--- config.mk ---
export PLATFORM = sky130hd
export DESIGN_NAME = display_command_byte_decoder_core
export DESIGN_NICKNAME = d
export VERILOG_FILES = /design/src/rtl/dcbd_pkg.sv /design/src/rtl/dcbd_in_stage.sv /design/src/rtl/dcbd_parser.sv /design/src/rtl/dcbd_out_stage.sv /design/src/rtl/display_command_byte_decoder_core.sv
export SDC_FILE = /design/constraint.sdc
export NUM_CORES = 1
export LEC_CHECK = 0
export ABC_AREA = 1
export BUFFER_PORTS_ARGS = -buffer_cell sky130_fd_sc_hd__buf_2
export CAP_MARGIN = 20
export CORE_MARGIN = 4
export CORE_UTILIZATION = 40
export CTS_BUF_LIST = sky130_fd_sc_hd__clkbuf_16
export DETAILED_ROUTE_END_ITERATION = 12
export SYNTH_ARGS = -nofsm -noshare
export SYNTH_HDL_FRONTEND = slang
export SYNTH_SLANG_ARGS = --single-unit
--- constraint.sdc ---
create_clock -name clk -period 9.95 [get_ports clk]
set_clock_uncertainty 0.1 [all_clocks]
set_input_delay 0.4975 -clock clk [delete_from_list [all_inputs] [get_ports clk]]
set_output_delay 0.4975 -clock clk [all_outputs]
set_load 0.05 [all_outputs]
--- src/rtl/dcbd_pkg.sv ---
package dcbd_pkg;

    localparam int BYTE_W   = 8;
    localparam int OP_W     = 5;
    localparam int COORD_W  = 16;
    localparam int PAL_W    = 32;
    localparam int IDX_W    = 9;
    localparam int STEP_W   = 4;

    // step counter stops here once the header has been read
    localparam logic [STEP_W-1:0] STEP_CAP = 4'd15;

    // command codes
    localparam logic [OP_W-1:0] OP_NOP        = 5'd0;
    localparam logic [OP_W-1:0] OP_BUTTON     = 5'd1;
    localparam logic [OP_W-1:0] OP_SET_COLOR  = 5'd2;
    localparam logic [OP_W-1:0] OP_END_SCENE  = 5'd3;
    localparam logic [OP_W-1:0] OP_SET_BACK   = 5'd4;
    localparam logic [OP_W-1:0] OP_RECT       = 5'd5;
    localparam logic [OP_W-1:0] OP_TEXT       = 5'd6;
    localparam logic [OP_W-1:0] OP_PALETTE    = 5'd7;
    localparam logic [OP_W-1:0] OP_FILL_RECT  = 5'd8;
    localparam logic [OP_W-1:0] OP_VLINE      = 5'd9;
    localparam logic [OP_W-1:0] OP_HLINE      = 5'd10;
    localparam logic [OP_W-1:0] OP_SET_FONT   = 5'd11;
    localparam logic [OP_W-1:0] OP_POINT      = 5'd12;
    localparam logic [OP_W-1:0] OP_LINE       = 5'd13;
    localparam logic [OP_W-1:0] OP_TESTER     = 5'd14;
    localparam logic [OP_W-1:0] OP_BIG_TEXT   = 5'd15;
    localparam logic [OP_W-1:0] OP_SCREEN_REQ = 5'd16;

    // first byte value that is not a command
    localparam logic [BYTE_W-1:0] OP_LIMIT = 8'd17;

    typedef struct packed {
        logic [OP_W-1:0]    op_code;
        logic [COORD_W-1:0] pos_x;
        logic [BYTE_W-1:0]  pos_y;
        logic [COORD_W-1:0] extent_a;
        logic [BYTE_W-1:0]  extent_b;
        logic [PAL_W-1:0]   palette_value;
        logic [BYTE_W-1:0]  aux_one;
        logic [BYTE_W-1:0]  aux_two;
        logic [BYTE_W-1:0]  payload_byte;
        logic [IDX_W-1:0]   payload_index;
        logic               last_flag;
    } rec_t;

    // handshake between parser and output stage
    typedef struct packed {
        logic take;
        logic emit;
        logic free;
    } flow_t;

endpackage

--- src/rtl/dcbd_in_stage.sv ---
module dcbd_in_stage
(
    input  logic                          clk,
    input  logic                          rst_n,
    input  logic                          data_valid,
    output logic                          data_ready,
    input  logic [dcbd_pkg::BYTE_W-1:0]   data_byte,
    input  logic                          out_free,
    output logic                          take,
    output logic [dcbd_pkg::BYTE_W-1:0]   byte_q
);

    logic                        valid_reg;
    logic                        valid_next;
    logic [dcbd_pkg::BYTE_W-1:0] byte_reg;
    logic                        load;

    // byte leaves when the result side has room
    assign take       = valid_reg && out_free;
    assign data_ready = !valid_reg || take;
    assign load       = data_valid && data_ready;
    assign byte_q     = byte_reg;

    always_comb
    begin
        valid_next = valid_reg;
        if (load)
        begin
            valid_next = 1'b1;
        end
        else if (take)
        begin
            valid_next = 1'b0;
        end
    end

    always_ff @(posedge clk or negedge rst_n)
    begin
        if (!rst_n)
        begin
            valid_reg <= 1'b0;
        end
        else
        begin
            valid_reg <= valid_next;
        end
    end

    always_ff @(posedge clk)
    begin
        if (load)
        begin
            byte_reg <= data_byte;
        end
    end

endmodule

--- src/rtl/dcbd_parser.sv ---
module dcbd_parser
#(
    parameter int POINT_COUNT = 256
)
(
    input  logic                        clk,
    input  logic                        rst_n,
    input  logic                        take,
    input  logic [dcbd_pkg::BYTE_W-1:0] byte_q,
    output logic                        emit,
    output logic                        idle,
    output dcbd_pkg::rec_t              rec
);

    localparam int CNT_RAW = $clog2(2 * POINT_COUNT + 1);
    localparam int CNT_W   = (CNT_RAW > dcbd_pkg::IDX_W) ? CNT_RAW : dcbd_pkg::IDX_W;
    localparam logic [CNT_W:0] PT_TOTAL = (CNT_W + 1)'(2 * POINT_COUNT);

    logic [dcbd_pkg::STEP_W-1:0]  step_reg, step_next, step_adv;
    logic [dcbd_pkg::OP_W-1:0]    op_reg, op_next;
    logic [dcbd_pkg::COORD_W-1:0] x_reg, x_next;
    logic [dcbd_pkg::BYTE_W-1:0]  y_reg, y_next;
    logic [dcbd_pkg::COORD_W-1:0] ext_a_reg, ext_a_next;
    logic [dcbd_pkg::PAL_W-1:0]   pal_reg, pal_next;
    logic [dcbd_pkg::BYTE_W-1:0]  aux_reg, aux_next;
    logic [dcbd_pkg::BYTE_W-1:0]  aux2_reg, aux2_next;
    logic [dcbd_pkg::BYTE_W-1:0]  len_reg, len_next;
    logic [CNT_W-1:0]             cnt_reg, cnt_next;
    logic [CNT_W:0]               cnt_inc;
    logic [CNT_W:0]               text_total;
    logic [dcbd_pkg::BYTE_W-1:0]  ext_b;
    logic [dcbd_pkg::BYTE_W-1:0]  pb;
    logic [dcbd_pkg::IDX_W-1:0]   pi;
    logic                         last;
    logic                         text_last;
    logic                         pt_last;

    assign step_adv   = (step_reg == dcbd_pkg::STEP_CAP) ? step_reg : step_reg + 1'b1;
    assign cnt_inc    = {1'b0, cnt_reg} + 1'b1;
    assign text_total = (CNT_W + 1)'(len_reg);
    assign text_last  = cnt_inc >= text_total;
    assign pt_last    = cnt_inc >= PT_TOTAL;
    assign idle       = (step_reg == '0);

    always_comb
    begin
        step_next  = step_reg;
        op_next    = op_reg;
        x_next     = x_reg;
        y_next     = y_reg;
        ext_a_next = ext_a_reg;
        pal_next   = pal_reg;
        aux_next   = aux_reg;
        aux2_next  = aux2_reg;
        len_next   = len_reg;
        cnt_next   = cnt_reg;
        emit       = 1'b0;
        ext_b      = '0;
        pb         = '0;
        pi         = '0;
        last       = 1'b0;

        if (step_reg == '0)
        begin
            // opcode byte; anything out of range is dropped
            if (byte_q < dcbd_pkg::OP_LIMIT)
            begin
                op_next    = byte_q[dcbd_pkg::OP_W-1:0];
                x_next     = '0;
                y_next     = '0;
                ext_a_next = '0;
                pal_next   = '0;
                aux_next   = '0;
                aux2_next  = '0;
                len_next   = '0;
                cnt_next   = '0;
                case (byte_q[dcbd_pkg::OP_W-1:0])
                    dcbd_pkg::OP_NOP:
                    begin
                    end
                    dcbd_pkg::OP_END_SCENE, dcbd_pkg::OP_SCREEN_REQ:
                    begin
                        emit = 1'b1;
                        last = 1'b1;
                    end
                    default:
                    begin
                        step_next = 4'd1;
                    end
                endcase
            end
        end
        else
        begin
            step_next = step_adv;
            case (op_reg)
                dcbd_pkg::OP_BUTTON:
                begin
                    if (step_reg >= 4'd2)
                    begin
                        step_next = '0;
                    end
                end
                dcbd_pkg::OP_SET_COLOR, dcbd_pkg::OP_SET_BACK, dcbd_pkg::OP_SET_FONT:
                begin
                    aux_next  = byte_q;
                    emit      = 1'b1;
                    last      = 1'b1;
                    step_next = '0;
                end
                dcbd_pkg::OP_RECT, dcbd_pkg::OP_FILL_RECT, dcbd_pkg::OP_LINE:
                begin
                    case (step_reg)
                        4'd1: x_next = {x_reg[15:8], byte_q};
                        4'd2: x_next = {byte_q, x_reg[7:0]};
                        4'd3: y_next = byte_q;
                        4'd4: ext_a_next = {ext_a_reg[15:8], byte_q};
                        4'd5: ext_a_next = {byte_q, ext_a_reg[7:0]};
                        default:
                        begin
                            ext_b     = byte_q;
                            emit      = 1'b1;
                            last      = 1'b1;
                            step_next = '0;
                        end
                    endcase
                end
                dcbd_pkg::OP_VLINE:
                begin
                    case (step_reg)
                        4'd1: x_next = {x_reg[15:8], byte_q};
                        4'd2: x_next = {byte_q, x_reg[7:0]};
                        4'd3: y_next = byte_q;
                        default:
                        begin
                            ext_b     = byte_q;
                            emit      = 1'b1;
                            last      = 1'b1;
                            step_next = '0;
                        end
                    endcase
                end
                dcbd_pkg::OP_HLINE:
                begin
                    case (step_reg)
                        4'd1: y_next = byte_q;
                        4'd2: x_next = {x_reg[15:8], byte_q};
                        4'd3: x_next = {byte_q, x_reg[7:0]};
                        4'd4: ext_a_next = {ext_a_reg[15:8], byte_q};
                        default:
                        begin
                            ext_a_next = {byte_q, ext_a_reg[7:0]};
                            emit       = 1'b1;
                            last       = 1'b1;
                            step_next  = '0;
                        end
                    endcase
                end
                dcbd_pkg::OP_POINT:
                begin
                    case (step_reg)
                        4'd1: x_next = {x_reg[15:8], byte_q};
                        4'd2: x_next = {byte_q, x_reg[7:0]};
                        default:
                        begin
                            y_next    = byte_q;
                            emit      = 1'b1;
                            last      = 1'b1;
                            step_next = '0;
                        end
                    endcase
                end
                dcbd_pkg::OP_PALETTE:
                begin
                    case (step_reg)
                        4'd1: aux_next = byte_q;
                        4'd2: pal_next = {pal_reg[31:8], byte_q};
                        4'd3: pal_next = {pal_reg[31:16], byte_q, pal_reg[7:0]};
                        4'd4: pal_next = {pal_reg[31:24], byte_q, pal_reg[15:0]};
                        default:
                        begin
                            pal_next  = {byte_q, pal_reg[23:0]};
                            emit      = 1'b1;
                            last      = 1'b1;
                            step_next = '0;
                        end
                    endcase
                end
                dcbd_pkg::OP_TEXT, dcbd_pkg::OP_BIG_TEXT:
                begin
                    // big text carries a size byte before the length
                    if (step_reg == 4'd1)
                    begin
                        x_next = {x_reg[15:8], byte_q};
                    end
                    else if (step_reg == 4'd2)
                    begin
                        x_next = {byte_q, x_reg[7:0]};
                    end
                    else if (step_reg == 4'd3)
                    begin
                        y_next = byte_q;
                    end
                    else if (op_reg == dcbd_pkg::OP_BIG_TEXT && step_reg == 4'd4)
                    begin
                        aux_next = byte_q;
                    end
                    else if ((op_reg == dcbd_pkg::OP_TEXT && step_reg == 4'd4)
                          || (op_reg == dcbd_pkg::OP_BIG_TEXT && step_reg == 4'd5))
                    begin
                        len_next = byte_q;
                        cnt_next = '0;
                        // empty string finishes right here
                        if (byte_q == '0)
                        begin
                            emit      = 1'b1;
                            last      = 1'b1;
                            step_next = '0;
                        end
                    end
                    else
                    begin
                        cnt_next = cnt_inc[CNT_W-1:0];
                        pb       = byte_q;
                        pi       = cnt_reg[dcbd_pkg::IDX_W-1:0];
                        emit     = 1'b1;
                        last     = text_last;
                        if (text_last)
                        begin
                            step_next = '0;
                        end
                    end
                end
                dcbd_pkg::OP_TESTER:
                begin
                    if (step_reg == 4'd1)
                    begin
                        aux_next = byte_q;
                    end
                    else if (step_reg == 4'd2)
                    begin
                        aux2_next = byte_q;
                        cnt_next  = '0;
                    end
                    else
                    begin
                        cnt_next = cnt_inc[CNT_W-1:0];
                        pb       = byte_q;
                        pi       = cnt_reg[dcbd_pkg::IDX_W-1:0];
                        emit     = 1'b1;
                        last     = pt_last;
                        if (pt_last)
                        begin
                            step_next = '0;
                        end
                    end
                end
                default:
                begin
                    step_next = '0;
                end
            endcase
        end
    end

    always_comb
    begin
        rec.op_code       = op_next;
        rec.pos_x         = x_next;
        rec.pos_y         = y_next;
        rec.extent_a      = ext_a_next;
        rec.extent_b      = ext_b;
        rec.palette_value = pal_next;
        rec.aux_one       = aux_next;
        rec.aux_two       = aux2_next;
        rec.payload_byte  = pb;
        rec.payload_index = pi;
        rec.last_flag     = last;
    end

    always_ff @(posedge clk or negedge rst_n)
    begin
        if (!rst_n)
        begin
            step_reg  <= '0;
            op_reg    <= '0;
            x_reg     <= '0;
            y_reg     <= '0;
            ext_a_reg <= '0;
            pal_reg   <= '0;
            aux_reg   <= '0;
            aux2_reg  <= '0;
            len_reg   <= '0;
            cnt_reg   <= '0;
        end
        else if (take)
        begin
            step_reg  <= step_next;
            op_reg    <= op_next;
            x_reg     <= x_next;
            y_reg     <= y_next;
            ext_a_reg <= ext_a_next;
            pal_reg   <= pal_next;
            aux_reg   <= aux_next;
            aux2_reg  <= aux2_next;
            len_reg   <= len_next;
            cnt_reg   <= cnt_next;
        end
    end

endmodule

--- src/rtl/dcbd_out_stage.sv ---
module dcbd_out_stage
(
    input  logic           clk,
    input  logic           rst_n,
    input  dcbd_pkg::flow_t flow_in,
    input  dcbd_pkg::rec_t rec_in,
    input  logic           result_ready,
    output logic           result_valid,
    output logic           out_free,
    output dcbd_pkg::rec_t rec_q
);

    logic           valid_reg;
    logic           valid_next;
    dcbd_pkg::rec_t rec_reg;
    logic           load;

    assign out_free     = !valid_reg || result_ready;
    assign load         = flow_in.take && flow_in.emit;
    assign result_valid = valid_reg;
    assign rec_q        = rec_reg;

    always_comb
    begin
        valid_next = valid_reg;
        if (load)
        begin
            valid_next = 1'b1;
        end
        else if (result_ready)
        begin
            valid_next = 1'b0;
        end
    end

    always_ff @(posedge clk or negedge rst_n)
    begin
        if (!rst_n)
        begin
            valid_reg <= 1'b0;
        end
        else
        begin
            valid_reg <= valid_next;
        end
    end

    always_ff @(posedge clk)
    begin
        if (load)
        begin
            rec_reg <= rec_in;
        end
    end

endmodule

--- src/rtl/display_command_byte_decoder_core.sv ---
// channel   | valid / ready                 | payload
// ----------+-------------------------------+---------------------------------------------
// input     | data_valid / data_ready       | data_byte
// result    | result_valid / result_ready   | op_code .. last_flag (one decoded record)
//
// a byte beat is held in the byte register while the command parser works on it, and
// its record loads into the result register when that byte is taken, so each record
// beat passes through the byte register and then the result register
// sustained rate is one byte per cycle if unstalled; parser state update is the only loop
// reset clears the parser to wait for an opcode and empties both registers
// a stalled result holds the byte register; data_ready drops only when both are full
// and result_ready is low
module display_command_byte_decoder_core
#(
    parameter int POINT_COUNT = 256
)
(
    input  logic                           clk,
    input  logic                           rst_n,
    input  logic                           data_valid,
    output logic                           data_ready,
    input  logic [dcbd_pkg::BYTE_W-1:0]    data_byte,
    output logic                           result_valid,
    input  logic                           result_ready,
    output logic [dcbd_pkg::OP_W-1:0]      op_code,
    output logic [dcbd_pkg::COORD_W-1:0]   pos_x,
    output logic [dcbd_pkg::BYTE_W-1:0]    pos_y,
    output logic [dcbd_pkg::COORD_W-1:0]   extent_a,
    output logic [dcbd_pkg::BYTE_W-1:0]    extent_b,
    output logic [dcbd_pkg::PAL_W-1:0]     palette_value,
    output logic [dcbd_pkg::BYTE_W-1:0]    aux_one,
    output logic [dcbd_pkg::BYTE_W-1:0]    aux_two,
    output logic [dcbd_pkg::BYTE_W-1:0]    payload_byte,
    output logic [dcbd_pkg::IDX_W-1:0]     payload_index,
    output logic                           last_flag
);

    // byte register to parser
    logic                        take;
    logic [dcbd_pkg::BYTE_W-1:0] byte_q;
    // parser to result register
    logic                        emit;
    logic                        idle;
    logic                        out_free;
    dcbd_pkg::rec_t              rec_d;
    dcbd_pkg::rec_t              rec_q;
    dcbd_pkg::flow_t             flow;

    assign flow.take = take;
    assign flow.emit = emit;
    assign flow.free = out_free;

    // input beat lands here first
    dcbd_in_stage u_in
    (
        .clk        (clk),
        .rst_n      (rst_n),
        .data_valid (data_valid),
        .data_ready (data_ready),
        .data_byte  (data_byte),
        .out_free   (flow.free),
        .take       (take),
        .byte_q     (byte_q)
    );

    // command state, field gathering and record build
    dcbd_parser #(
        .POINT_COUNT (POINT_COUNT)
    ) u_parser
    (
        .clk    (clk),
        .rst_n  (rst_n),
        .take   (take),
        .byte_q (byte_q),
        .emit   (emit),
        .idle   (idle),
        .rec    (rec_d)
    );

    // result register; loads only on a byte that finishes a record
    dcbd_out_stage u_out
    (
        .clk          (clk),
        .rst_n        (rst_n),
        .flow_in      (flow),
        .rec_in       (rec_d),
        .result_ready (result_ready),
        .result_valid (result_valid),
        .out_free     (out_free),
        .rec_q        (rec_q)
    );

    assign op_code       = rec_q.op_code;
    assign pos_x         = rec_q.pos_x;
    assign pos_y         = rec_q.pos_y;
    assign extent_a      = rec_q.extent_a;
    assign extent_b      = rec_q.extent_b;
    assign palette_value = rec_q.palette_value;
    assign aux_one       = rec_q.aux_one;
    assign aux_two       = rec_q.aux_two;
    assign payload_byte  = rec_q.payload_byte;
    assign payload_index = rec_q.payload_index;
    assign last_flag     = rec_q.last_flag;

    // no-op and button press never produce a record
    assert property (@(posedge clk) disable iff (!rst_n)
        result_valid |-> (op_code != dcbd_pkg::OP_NOP && op_code != dcbd_pkg::OP_BUTTON))
        else $error("record emitted for a silent command");

    // only text and tester commands may emit a record that is not last
    assert property (@(posedge clk) disable iff (!rst_n)
        (result_valid && op_code != dcbd_pkg::OP_TEXT && op_code != dcbd_pkg::OP_BIG_TEXT
            && op_code != dcbd_pkg::OP_TESTER) |-> (last_flag && payload_index == '0))
        else $error("single-record command without last flag");

    // a record that closes a command puts the parser back to awaiting an opcode
    assert property (@(posedge clk) disable iff (!rst_n)
        (take && emit && rec_d.last_flag) |=> idle)
        else $error("parser not idle after last record");

endmodule
After elaboration in Yosys (flattened, before gate mapping)
Index checks and enable logic that the tools add are counted.
{"block": "op_classes", "addsub": 2, "n_lt_le_gt_ge": 4, "n_eq_ne": 33, "n_mux": 125, "reduce_logical": 35}
{"op": "$mux 8", "n": 36}
{"op": "$pmux 16 s2", "n": 5}
{"op": "$pmux 32 s4", "n": 1}
{"op": "$mux 16", "n": 6}
{"op": "$mux 32", "n": 3}
{"op": "$mux 10", "n": 9}
{"op": "$mux 4", "n": 19}
{"op": "$mux 9", "n": 7}
{"op": "$pmux 16 s3", "n": 1}
{"op": "$eq 5x4->1 const B", "n": 8}
{"op": "$pmux 8 s2", "n": 2}
{"op": "$pmux 8 s4", "n": 1}
{"op": "$pmux 4 s7", "n": 1}
{"op": "$mux 1", "n": 27}
{"op": "$pmux 8 s3", "n": 1}
{"op": "$eq 5x3->1 const B", "n": 4}
{"op": "$pmux 10 s2", "n": 1}
{"op": "$pmux 9 s2", "n": 1}
{"op": "$reduce_and 8->1", "n": 2}
{"op": "$ne 3x3->1 const B", "n": 5}
{"op": "$pmux 1 s7", "n": 2}
{"op": "$reduce_or 3->1", "n": 4}
{"op": "$add 10x1->11 const B", "n": 1}
{"op": "$ge 11x10->1 const B", "n": 1}
{"op": "26 further kinds", "n": 51}
{"block": "word_totals", "register_bits": 244, "input_bits": 12, "output_inout_bits": 121, "word_cells": 223}

Depth between registers and ports, before layout
{"block": "logic_depth", "word_depth": 12, "mapped_depth": 20}

Modules after synthesis
From an unflattened synthesis, not the netlist that was laid out.
{"block": "unflattened", "hier_cells": 1571, "hier_area_um2": 12907.4}
{"mod": "dcbd_parser", "n_inst": 1, "cells_each": 1430, "area_each_um2": 8992.4}
{"mod": "dcbd_out_stage", "n_inst": 1, "cells_each": 125, "area_each_um2": 3622.2}
{"mod": "dcbd_in_stage", "n_inst": 1, "cells_each": 16, "area_each_um2": 292.8}

Least setup slack after synthesis
OpenSTA, ideal clock, no wires.
{"block": "synth_timing", "path_kind": "reg-to-reg", "from": "register u_parser.step_reg[0] (netlist name)", "to": "register u_out.rec_reg, in the netlist u_out.rec_q[0] (enable)", "setup_time_ns": 0.472, "arrival_ns": 4.033, "required_time_ns": 9.378, "path_slack_ns": 5.345, "path_stages_with_launch": 16, "period_less_slack_ns": 4.605, "cell_sequence": "dfrtp_1 inv_1 ha_1 nand2_4 buf_6 nand4_4 or2_1 nor2_2 nor2_4 nand2_2 nor2_1 nand2_1 nand2_1 nand2_1 nand2_1 inv_1"}
{"block": "synth_between", "elab_chain_len": 11, "elab_cells_between_ends": 28}
{"item": "from (decl)", "line": "dcbd_parser.sv:19", "text": "logic [dcbd_pkg::STEP_W-1:0] step_reg, step_next, step_adv;"}
{"item": "from (signal assigned)", "line": "dcbd_parser.sv:298", "text": "step_reg <= step_next;"}
{"item": "$eq 4x3->1 (on tied branches)"}
{"item": "$logic_and 1x1->1 (on tied branches)", "line": "dcbd_parser.sv:208, dcbd_parser.sv:209"}
{"item": "$logic_or 1x1->1", "line": "dcbd_parser.sv:209", "text": "|| (op_reg == dcbd_pkg::OP_BIG_TEXT && step_reg == 4'd5))"}
{"item": "$mux 1", "line": "dcbd_parser.sv:208", "text": "else if ((op_reg == dcbd_pkg::OP_TEXT && step_reg == 4'd4)"}
{"item": "$mux 1", "line": "dcbd_parser.sv:204", "text": "else if (op_reg == dcbd_pkg::OP_BIG_TEXT && step_reg == 4'd4)"}
{"item": "$mux 1", "line": "dcbd_parser.sv:200", "text": "else if (step_reg == 4'd3)"}
{"item": "$mux 1", "line": "dcbd_parser.sv:196", "text": "else if (step_reg == 4'd2)"}
{"item": "$mux 1", "line": "dcbd_parser.sv:192", "text": "if (step_reg == 4'd1)"}
{"item": "$pmux 1 s7", "line": "dcbd_parser.sv:96", "text": "case (op_reg)"}
{"item": "$mux 1 *", "line": "dcbd_parser.sv:63", "text": "if (step_reg == '0)"}
{"item": "$logic_and 1x1->1 *", "line": "dcbd_out_stage.sv:19", "text": "assign load = flow_in.take && flow_in.emit;"}
{"item": "named net u_out.load", "line": "dcbd_out_stage.sv:16", "text": "logic load;"}
{"item": "to (signal assigned)", "line": "dcbd_out_stage.sv:52", "text": "rec_reg <= rec_in;"}
{"item": "to (decl)", "line": "dcbd_out_stage.sv:15", "text": "dcbd_pkg::rec_t rec_reg;"}
The timed path passes the listed nets; every way through them passes the cells marked *.
A chain may end at the register's enable or synchronous reset.

Final worst setup path
{"block": "layout_timing", "from": "register u_parser.step_reg[0] (netlist name)", "to": "register u_out.rec_reg, in the netlist u_out.rec_q[96] (enable)"}
Same word-level chain as after synthesis.

==> results by group <==
Cells and area
  – Fin nets: 1577
  – Largest register FFs: 119
  – # diodes: 0
  – Layout area overhead: 14.5%
  – FILL cells: between 2000 and 3000
  – Layout cells sized above 1: 0.162

Timing
  – Tightest Pin Transition: 0.977 ns
  – Final Max Tran Viols: 0
  – Final-report hold violation count: 2
  – Final worst-path cycle share: 0.426
  – Finish-stage setup viols: 0
  – Worst Hold Slack: -0.00191 ns
  – Tmin final: 4.23 ns
  – Fmax: 0.236 GHz
  – RSZ-0062 raised after global routing: false
  – Slew HR: 0.346
  – Total negative slack: 0 ns

Yosys
  – Count of cell types in the netlist: 50
  – Mapped Avg Cell Area: 8.71 um2
  – Post-synthesis sequential area ratio: 0.539
  – Register bit count reported by yosys: 244
  – Simple-gate share of the synthesized area: 0.213
  – Synth Area in Adders: 0.0130
  – Multiplexer share of the synthesized area: 0
  – Synthesis Warnings: 0
  – Synth Area in XOR/XNOR: 0.00490
  – Cell area after synthesis: between 0.01 and 0.015 mm2
  – Compound-cell area share of the yosys netlist: 0.159
  – Cells after synthesis: 1437
  – Main combinational cell family by area after synthesis: simple AND/OR/NAND/NOR gates
  – Synthesized Nets: 1462

CTS
  – CTS tree: done
  – Sink Count: 244
  – Clk slew on worst S/H paths: 0.06 ns
  – Num CTS Buffers: 26
  – # Post-CTS Setup Buffers: 0
  – Hold Buf Count CTS: 0
  – Later-pin clock latency in the skew report: ~0.55 ns
  – Clk root buf: clkbuf_16
  – Longest Clk Path Bufs: 3
  – Post-CTS resize count: 0
  – Number of H-tree levels: 1

Route
  – Starting DRT DRC Count: around 1100
  – Residual DRC: 0
  – Routed Antenna Nets: 0
  – WL final: 37600 um
  – Vias: 10700
  – Post-DR wirelength/cell: roughly 19 um
  – Drt pass-1 iters: 5
  – Vias/cell: 5.43

GRT
  – Initial antenna violation count: 0
  – GRT Residual Overflow: 0
  – GRT Total Usage: 0.216
  – Vias in the first global route: 10100
  – First-pass GRT wire length: 58100 um
  – Pin count of the biggest net entering global routing: around 70

Pwr
  – P_leak: between 6 and 7 nW
  – Max VDD drop: 0.172 mV
  – Pwr dens: 304 mW/mm2

Worst setup path
  – Kind of end point of the critical path: register
  – Kind of critical path: register to register
  – Crit path max fanout: 70
  – Crit path cell chain: inv_1, ha_1, nand2_4, nand2_4, inv_2, nand2_1, nor2_1, nor2_4, nand2_2, nor2_1, nand2_1, nand2_1, nand2_1, nand2_1, inv_4, buf_4
  – CP required: between 9 and 10 ns
  – CP Buf/Inv Count: 4
  – Crit path launch type: register
  – Largest delay share family, worst path: buffers and inverters
  – Slowest-stage cell, CP: buf_4
  – Crit-path max cell delay: 0.79 ns
  – Worst EP arrival: approximately 4.3 ns
  – Top cell by count, worst path: nand2_1

Die
  – Vert. Die Dim: 185 um
  – Starting density of the core: 0.407
  – Core area: 0.0307 mm2
  – I/O pins: 133
  – Chip width: 185 um
  – # rows: 64
  – Die ar.: ~0.034 mm2

Status
  – Status: complete, but fails checks
  – Failing checks: negative hold slack

Placed design
  – DP HPWL: 25900 um
  – Placer Congestion: 0.984
  – Port bufs: 132

Run
  – Max-cap viol count: 0

Hold path
  – Min-Delay Path Class: primary input to asynchronous set/reset pin
per-stage QoR:
stage	total power, W	setup slack [ns]	cells	area (um2)	util
floorplan	0.00289	5.34	1437	12500	-
global placement	0.00335	5.82	1920	13500	0.438
detailed placement	0.00338	5.77	1920	13500	0.438
CTS	0.00436	5.71	1967	14300	0.466
global route	0.00463	5.35	1967	14300	0.466
finish	0.00435	5.72	1967	14300	0.466
metal layers:
layer | track usage | wire, um | vias to the layer above | part of all wire
li1 | - | - | 5063 | -
met1 | 0.307 | 16500 | 5084 | 0.44
met2 | 0.344 | 17000 | 458 | 0.45
met3 | 0.0373 | 2970 | 78 | 0.079
met4 | 0.0605 | 1100 | 0 | 0.029
met5 | 0 | 0 | - | 0
power breakdown:
| part | leakage [nW] | switching [W] | internal (W) | total [W] |
|---|---|---|---|---|
| combinational | 2.90 | 0.00143 | 0.000454 | 0.00188 |
| sequential | 2.77 | 0.000128 | 0.00137 | 0.00150 |
| clock | 0.409 | 0.000414 | 0.000559 | 0.000973 |
final timing paths:
| check | from | to | slack (ns) | cells past startpoint |
|---|---|---|---|---|
| hold / removal | rst_n | u_parser.pal_reg[23] | -0.002 | 1 |
| setup / recovery | u_parser.step_reg[0] | u_out.rec_q[96] | 5.72 | 16 |
| setup reg to reg | u_parser.step_reg[0] | u_out.rec_q[96] | 5.72 | 16 |
| max in group asynchronous | rst_n | u_parser.y_reg[0] | 8.51 | 2 |
| min in group clk | data_byte[4] | u_in.byte_q[4] | 0.05 | 1 |
| hold reg to reg | u_parser.ext_a_reg[14] | u_parser.ext_a_reg[14] | 0.38 | 2 |
cell families after synthesis:
family,count (synthesis)
fa+ha+maj,13
compound gates,342
buf+inv,220
simple gates,611
xor+xnor,7
flops,244
cells in the final DEF, fill, tap and decap left out, drive strengths merged:
| cell type | count |
|---|---|
| nor4 | 1 |
| a31oi | 10 |
| nor2 | 97 |
| o32ai | 1 |
| dfrtp | 117 |
| o31ai | 6 |
| o22ai | 63 |
| edfxtp | 127 |
| or2 | 1 |
| clkinvlp | 5 |
| inv | 166 |
| buf | 141 |
| a22oi | 4 |
| ha | 13 |
| nand3b | 3 |
| bufinv | 3 |
| nand2 | 439 |
| nor3 | 17 |
| a21boi | 1 |
| a21oi | 51 |
| clkinv | 13 |
| a211oi | 1 |
| nor3b | 2 |
| clkbuf | 26 |
| a22o | 5 |
| o21ai | 173 |
| nand4 | 12 |
| o21bai | 7 |
| nand3 | 39 |
| a21o | 2 |
| xor2 | 7 |
| o211ai | 18 |
worst reg2reg max path: stages (launching register included):
cell	delay, ns
dfrtp_1	0.40
inv_1	0.12
ha_1	0.25
nand2_4	0.26
nand2_4	0.21
inv_2	0.23
nand2_1	0.17
nor2_1	0.21
nor2_4	0.11
nand2_2	0.06
nor2_1	0.05
nand2_1	0.08
nand2_1	0.05
nand2_1	0.08
nand2_1	0.10
inv_4	0.49
buf_4	0.80
cells in the mapped netlist (all sizes together):
cell,count,area share
ha,13,0.013
buf,33,0.016
clkbuf,21,0.0063
inv,164,0.050
o21ai,173,0.071
a21boi,1,0.00060
a22o,5,0.0035
nand2,439,0.14
or2,1,0.00050
o22ai,63,0.032
nor3,17,0.0094
xor2,7,0.0049
dfrtp,117,0.23
a22oi,4,0.0024
nand3,39,0.019
clkinv,2,0.00060
a21o,2,0.0012
o31ai,6,0.0036
nor3b,2,0.0012
nand4,12,0.0072
nor2,97,0.036
edfxtp,127,0.30
o211ai,18,0.011
a31oi,10,0.0055
a21oi,51,0.022
o32ai,1,0.00070
o21bai,7,0.0042
nor4,1,0.00050
a211oi,1,0.00060
nand3b,3,0.0018
layout make-up:
type                       instances  area [um2]  area share
sequential                       244        6740       0.470
multi-input combinational        973        4870       0.340
timing repair buffer             141         731      0.0510
clock buffer                      26         651      0.0454
inverter                         166         632      0.0441
tap                              396         495      0.0346
clock inverter                    21         211      0.0148
Power figures use the tool's default switching activity.
